$ cat src/edc_pkg.sv
// ----------------------------------------------------------------------------
// edc_pkg
// shared types, constants and helpers for the edit distance engine
// ----------------------------------------------------------------------------
package edc_pkg;

  localparam int MAX_LEN = 64;
  localparam int LEN_W   = $clog2(MAX_LEN + 1);
  localparam int SYM_W   = 8;
  localparam int DIST_W  = 16;

  typedef enum logic [1:0] {
    ACT_CLEAR  = 2'd0,
    ACT_APPEND = 2'd1,
    ACT_QUERY  = 2'd2,
    ACT_FINISH = 2'd3
  } action_t;

  typedef enum logic {
    ST_IDLE  = 1'b0,
    ST_SWEEP = 1'b1
  } state_t;

  // wavefront token handed from one cell to the next
  typedef struct packed {
    logic              valid;
    logic [SYM_W-1:0]  sym;
    logic [DIST_W-1:0] left;
  } edc_tok_t;

  // broadcast control from the sequencer to every cell
  typedef struct packed {
    logic             restart;
    logic             wr_en;
    logic [LEN_W-1:0] wr_pos;
    logic [SYM_W-1:0] wr_sym;
  } edc_ctrl_t;

  // saturating increment
  function automatic logic [DIST_W-1:0] sat_inc(input logic [DIST_W-1:0] v);
    sat_inc = (v == {DIST_W{1'b1}}) ? v : v + DIST_W'(1);
  endfunction

endpackage

$ cat src/edc_cell.sv
// ----------------------------------------------------------------------------
// edc_cell
// one column of the distance row: holds a reference symbol and one entry
// ----------------------------------------------------------------------------
module edc_cell
  import edc_pkg::*;
(
  input  logic              clk,
  input  logic              rst,
  input  logic [LEN_W-1:0]  idx,
  input  edc_ctrl_t         ctrl,
  input  edc_tok_t          tok_in,
  output edc_tok_t          tok_out,
  output logic [DIST_W-1:0] col_dist
);

  logic [SYM_W-1:0]  ref_sym;
  logic [DIST_W-1:0] diag;
  logic [DIST_W-1:0] up_inc;
  logic [DIST_W-1:0] left_inc;
  logic [DIST_W-1:0] sub;
  logic [DIST_W-1:0] best_a;
  logic [DIST_W-1:0] best_next;

  always_comb begin
    up_inc    = sat_inc(col_dist);
    left_inc  = sat_inc(tok_in.left);
    sub       = (ref_sym == tok_in.sym) ? diag : sat_inc(diag);
    best_a    = (left_inc < up_inc) ? left_inc : up_inc;
    best_next = (sub < best_a) ? sub : best_a;
  end

  // reference symbol, loaded when the append position matches this column
  always_ff @(posedge clk) begin
    if (ctrl.wr_en && (ctrl.wr_pos == idx - LEN_W'(1))) begin
      ref_sym <= ctrl.wr_sym;
    end
  end

  always_ff @(posedge clk) begin
    tok_out.sym  <= tok_in.sym;
    tok_out.left <= best_next;
    if (rst || ctrl.restart) begin
      col_dist      <= DIST_W'(idx);
      diag          <= DIST_W'(idx - LEN_W'(1));
      tok_out.valid <= 1'b0;
    end else if (tok_in.valid) begin
      col_dist      <= best_next;
      diag          <= tok_in.left;
      tok_out.valid <= 1'b1;
    end else begin
      tok_out.valid <= 1'b0;
    end
  end

endmodule

$ cat config.mk
export PLATFORM = sky130hd
export DESIGN_NAME = edc_cell
export DESIGN_NICKNAME = d
export VERILOG_FILES = /design/src/edc_pkg.sv /design/src/edc_cell.sv
export SDC_FILE = /design/constraint.sdc
export NUM_CORES = 1
export LEC_CHECK = 0
export BUFFER_PORTS_ARGS = -buffer_cell sky130_fd_sc_hd__buf_2
export CAP_MARGIN = 20
export CORE_UTILIZATION = 57
export CTS_BUF_LIST = sky130_fd_sc_hd__clkbuf_8
export DETAILED_ROUTE_END_ITERATION = 12
export GPL_TIMING_DRIVEN = 0
export HOLD_SLACK_MARGIN = 0.05
export PLACE_DENSITY = 0.9
export SLEW_MARGIN = 10
export SYNTH_ARGS = -nofsm -noshare
export SYNTH_HDL_FRONTEND = slang
export SYNTH_SLANG_ARGS = --single-unit
$ cat constraint.sdc
create_clock -name clk -period 8.6 [get_ports clk]
set_input_delay 1.72 -clock clk [delete_from_list [all_inputs] [get_ports clk]]
set_output_delay 1.72 -clock clk [all_outputs]
set_load 0.05 [all_outputs]
==> results.yml, run 1 <==
worst_setup_path:
  cp.arrival_ns: 8.08
  cp_top_family: "compound AO/OA/AOI/OAI gates"
  worstPathMaxFanout: 10
  worst_path_max_delay_cell: "a311oi_1"
  critPathBufInv: 4
  endpoint_kind: "register"
  required_ns: 8.72
  cp-start-kind: "input pin"
  critPathMaxStageDelay_ns: 0.70
  worst-setup-path-type: "in2reg"
finish:
  syn2layout_area_growth_pct: 18.5
  nets: 641
  n_fill_cell: 561
  antenna_cells: 0
  finalNonFillerCells: 660
  drive_gt1_frac: 0.260
logic_synthesis:
  synthAdderAreaFrac: 0.0958
  ys_ff_latch: 65
  synth_top_family_by_area: "simple AND/OR/NAND/NOR gates"
  yosys.area.top_type: "edfxtp_1"
  yosys_warnings: 0
  synth-compound-area-share: 0.123
  synth_enable_flop_cells: 31
  synthXorXnorAreaFrac: 0.107
  ys.flop_type: "dfxtp_1"
  syn_inst: 454
  synth_top_cell_area_share: 0.210
  synthArstFlopShare: 0
  synth.area.mux_share: 0.103
  synth_fp_nets: 539
  ys_types: 59
  syn_avg_cell_area_um2: 9.78
  ys_seq_area_frac: 0.363
  syn-cell-area_um2: 4440
  ys_top_cells_by_area: "edfxtp_1 21%, dfxtp_1 15%, ha_1 9.6%"
  synthSimpleGateAreaFrac: 0.161
timing:
  fin_skew_ns: 0.00654
  period_share: 0.926
  timing.fmax_mhz: 126
  relSlewSlack: 0.355
  tightestPinTransition_ns: 0.960
  fin_ws_ns: 0.632
  post-route-min-period_ns: 7.97
  final_max_slew_viol_count: 0
  setup_viol: 0
  rsz0062_at_grt: "false"
  hold_viol_final: 0
  finalSetupTns_ns: 0
run_status:
  status: "completed"
cts:
  cts-buffers-inserted: 9
  clock_path_buffers: 2
  clock_latency_ns: 0.36
  clock-sinks: 65
  clk_pin_slew_ns: 0.07
  htreeDepth: 3
  cts_setup_buffers: 0
  cts_root_buffer: "clkbuf_8"
  cts_tree: "yes"
  cts_resized: 0
  holdBufCountCts: 0
hold_path:
  hold_path_class: "reg2reg"
route:
  drt-total-wl_mm: 11.3
  vias: 3924
  ant_nets: 0
  drt_iter0_markers: 256
  drc: 0
  dr.pass1.iters: 5
  wl_per_cell_um: 17.2
  viasPerCell: 5.95
run:
  drv_cap: 0
pwr:
  p_leak_uw: 0.00240
  vdd.ir_drop.worst_mv: 0.210
  power_uw: 1080
  powerDensity_nw_per_um2: 206
place:
  place_inst: 644
  gp_congestion: 0.923
  hpwl_mm: 8.92
  pre_cts_ws_ns: 0.458
  io_buffers: 91
global_routing:
  grt_pass1_vias: 3912
  track_usage: 0.284
  antenna_found_initial: 0
  grt_first_pass_wirelength_mm: 18.2
  grt_max_degree: 24
  globalRouteOverflowTotal: 0
floorplan:
  core-area_um2: 7410
  die-area_um2: 8150
  die_w_um: 90.3
  placement_rows: 31
  io_pins: 92
  die_height_um: 90.3
  start_util: 0.599
==> report_power, final <==
part           switching [µW]  internal, µW  total, µW  leakage, µW
Combinational             260           135        395      0.00169
Sequential               23.7           365        389     0.000601
Clock                     129           172        301     0.000113
==> Yosys cell counts, drive strengths merged, types with 2 or more instances <==
master   n
and2     3
nor2b    2
nor3    13
a21o    10
and3     7
buf      4
a41oi    2
inv     41
ha      34
nor4     8
xor2    23
nand4   15
o31ai    2
nand2   24
clkbuf   4
o21ai   15
xnor2   29
a22o     9
o211a    2
a31o     2
mux2    19
mux2i   24
nor2    33
a211o    2
or4      2
nand3   17
and4     3
dfxtp   34
o21a     2
a21oi   17
edfxtp  31
or3      2
a211oi   3
==> kinds of logic after synthesis <==
kind of cell | after synthesis
buffers and inverters | 49
muxes | 43
xor gates and xnor gates | 52
and+or+nand+nor | 136
adders and majority gates | 34
AOI/OAI and AO/OA | 75
DFF | 65
==> layer usage <==
layer	part of all wire	vias to the layer above	GRT usage
li1	-	1859	-
met1	0.42	1850	0.339
met2	0.49	183	0.486
met3	0.065	32	0.0640
met4	0.030	0	0.129
met5	0	-	0
==> placed cells by master, fill, tap and decap left out, types with 3 or more instances in the layout <==
master,n
clkbuf_8,10
and3_1,6
clkbuf_1,4
a22o_1,8
a21o_1,10
nand4_1,14
buf_2,93
dfxtp_1,34
inv_1,41
xnor2_1,28
mux2_2,18
nor3_1,13
nand2_1,24
nor2_1,33
edfxtp_1,31
a21oi_1,16
o21ai_0,14
and4_1,3
nand3_1,17
mux2i_1,24
a211oi_1,3
ha_1,34
nor4_1,6
xor2_1,23
==> registers in the layout, indices dropped and copies added, names as in the netlist <==
signal,flops
ref_sym,8
col_dist,16
diag,16
tok_out,25
==> worst register-to-register path: stages (launching register included) <==
cell	delay [ns]
dfxtp_1	0.44
and3_4	0.26
nand4_4	0.14
nor4_1	0.51
nor3_1	0.14
xnor2_1	0.27
ha_1	0.30
a211oi_1	0.27
nor2_1	0.13
nor3_1	0.29
nand3_1	0.14
o21ai_2	0.35
buf_6	0.23
mux2i_1	0.24
inv_1	0.06
ha_1	0.29
a21oi_1	0.13
o21ai_0	0.12
a2111o_1	0.40
nor4bb_1	0.31
a211o_1	0.20
o2111ai_4	0.25
buf_12	0.24
mux2_2	0.30
a21bo_2	0.24
==> metrics by stage <==
step | instance area (µm²) | utilization | hold WS (ns)
after CTS | 5260 | 0.710 | 0.603
after detailed placement | 5030 | 0.679 | 0.586
final | 5260 | 0.710 | 0.604
after global placement | 5020 | 0.677 | 0.560
after global routing | 5260 | 0.710 | 0.624
after floorplan | 4440 | - | 0.601
==> cell type report <==
type | instances | area, µm² | area share
multi-input combinational | 340 | 2630 | 0.500
clock inverter | 6 | 90.1 | 0.0171
timing repair buffer | 91 | 455 | 0.0866
inverter | 41 | 154 | 0.0293
clock buffer | 10 | 138 | 0.0262
sequential | 65 | 1610 | 0.306
buffer | 8 | 56.3 | 0.0107
tap | 99 | 124 | 0.0236
==> path summary, 6_finish.rpt <==
| check | from | depth (start not counted) | end | slack, ns |
|---|---|---|---|---|
| hold / removal | col_dist[12] | 1 | col_dist[12] | 0.60 |
| hold reg to reg | col_dist[12] | 1 | col_dist[12] | 0.60 |
| setup reg to reg | col_dist[10] | 24 | col_dist[0] | 2.10 |
| setup / recovery | tok_in[0] | 25 | col_dist[0] | 0.63 |
Power figures use the tool's default switching activity.
==> run 2, diff against run 1 <==
CAP_MARGIN = 15   (was 20)
CORE_UTILIZATION = 56   (was 57)
CTS_BUF_LIST = default   (was sky130_fd_sc_hd__clkbuf_8)
PLACE_DENSITY = 0.88   (was 0.9)
TNS_END_PERCENT = 30   (was default)
==> run 2 against run 1 <==
Compared with the run above: the run now ends with DRC left; non-clock buffer count did not move; hold slack got worse by 0.031 ns; final area fell by 0.76%; die area rose by 1.7%; clock power fell by 18%; via count fell by 2.2%; count of clock-buffer cells in the layout rose by 4; register-to-register slack got worse by 0.05 ns; routed wire length fell by 3.0%; total power fell by 5.1%; setup slack got worse by 0.14 ns; sequential power barely moved; critical path type unchanged.
==> results.yml, run 2 (same netlist as run 1, synthesis figures left out) <==
pwr:
  power_uw: 1030
  p_leak_uw: 0.00239
  vdd.ir_drop.worst_mv: 0.147
  powerDensity_nw_per_um2: 197
place:
  place_inst: 647
  hpwl_mm: 8.75
  io_buffers: 91
  gp_congestion: 0.926
route:
  viasPerCell: 5.79
  drt_iter0_markers: 258
  drc: 1
  ant_nets: 0
  dr.pass1.iters: 9
  drt-total-wl_mm: 11.0
  wl_per_cell_um: 16.6
  vias: 3838
cts:
  clock-sinks: 65
  clock_path_buffers: 2
  cts_tree: "yes"
  cts_resized: 0
  clk_pin_slew_ns: 0.07
  cts_setup_buffers: 0
  htreeDepth: 3
  cts-buffers-inserted: 9
  clock_latency_ns: 0.36
  holdBufCountCts: 0
  cts_root_buffer: "clkbuf_8"
hold_path:
  holdPathStages: 1
  hold_path_class: "reg2reg"
worst_setup_path:
  required_ns: 8.71
  critPathBufInv: 4
  worstPathMaxFanout: 10
  worst_path_most_repeated_cell: "ha_1"
  worst-setup-path-type: "in2reg"
  critPathMaxStageDelay_ns: 0.79
  worst_path_max_delay_cell: "a311oi_1"
  endpoint_kind: "register"
  cp_top_family: "compound AO/OA/AOI/OAI gates"
  cp.arrival_ns: 8.22
  r2r_cells: 26
  crit_cells: 25
  cp-start-kind: "input pin"
global_routing:
  grt_first_pass_wirelength_mm: 18.0
  grt_pass1_vias: 3802
  antenna_found_initial: 0
  grt_max_degree: 24
  globalRouteOverflowTotal: 0
  track_usage: 0.280
timing:
  post-route-min-period_ns: 8.11
  tightestPinTransition_ns: 0.972
  rsz0062_at_grt: "false"
  period_share: 0.943
  fin_skew_ns: 0.00784
  finalSetupTns_ns: 0
  setup_viol: 0
  relSlewSlack: 0.351
  final_max_slew_viol_count: 0
  hold_viol_final: 0
  timing.fmax_mhz: 123
finish:
  finalNonFillerCells: 663
  n_fill_cell: 612
  layout_commonest_cell: "buf_2"
  final_cell_mix: "93 x buf_2, 41 x inv_1, 34 x ha_1, 34 x dfxtp_1, 33 x nor2_1"
  largest_register_ffs: 25
  reg_top3: "tok_out x25, col_dist x16, diag x16"
  register_area_um2: 1610
  nets: 641
  drive_gt1_frac: 0.257
  syn2layout_area_growth_pct: 17.6
  antenna_cells: 0
  regMostFlops: "tok_out"
  multi_input_area_um2: 2630
floorplan:
  core-area_um2: 7690
  io_pins: 92
  start_util: 0.577
  placement_rows: 32
  die_w_um: 91.0
  die-area_um2: 8290
  die_height_um: 91.0
run_status:
  violations: "DRC"
  status: "complete, but fails checks"
run:
  drv_cap: 0
run 2: worst paths after layout:
| kind | start | end | slack, ns |
|---|---|---|---|
| min | col_dist[12] | col_dist[12] | 0.57 |
| min reg2reg | col_dist[12] | col_dist[12] | 0.57 |
| max reg2reg | col_dist[0] | col_dist[2] | 2.05 |
| max | tok_in[0] | col_dist[2] | 0.49 |
run 2: stage by stage:
stage               area (µm²)  hold WS (ns)  setup slack [ns]  utilization
floorplan                 4440         0.601              1.49            -
global placement          5020         0.554             0.470        0.653
detailed placement        5030         0.553             0.384        0.655
CTS                       5220         0.569             0.733        0.679
global route              5220         0.620             0.153        0.679
finish                    5220         0.573             0.488        0.679
run 2: layout make-up:
cell class,instances,share of cell area
plain buffers,8,0.0108
clock buffers,14,0.0331
clock inverters,2,0.00216
inverters,41,0.0295
multi-input cells,340,0.504
flip-flops and latches,65,0.309
well taps,102,0.0245
repair buffers,91,0.0873
run 2: layer usage:
metal | GRT usage | share of wire
met5 | 0 | 0
met4 | 0.134 | 0.034
met3 | 0.0586 | 0.057
met2 | 0.462 | 0.47
met1 | 0.348 | 0.44
run 2: power breakdown:
part           switching, µW  internal (µW)
combinational            259            135
sequential              23.4            365
clock                    118            128
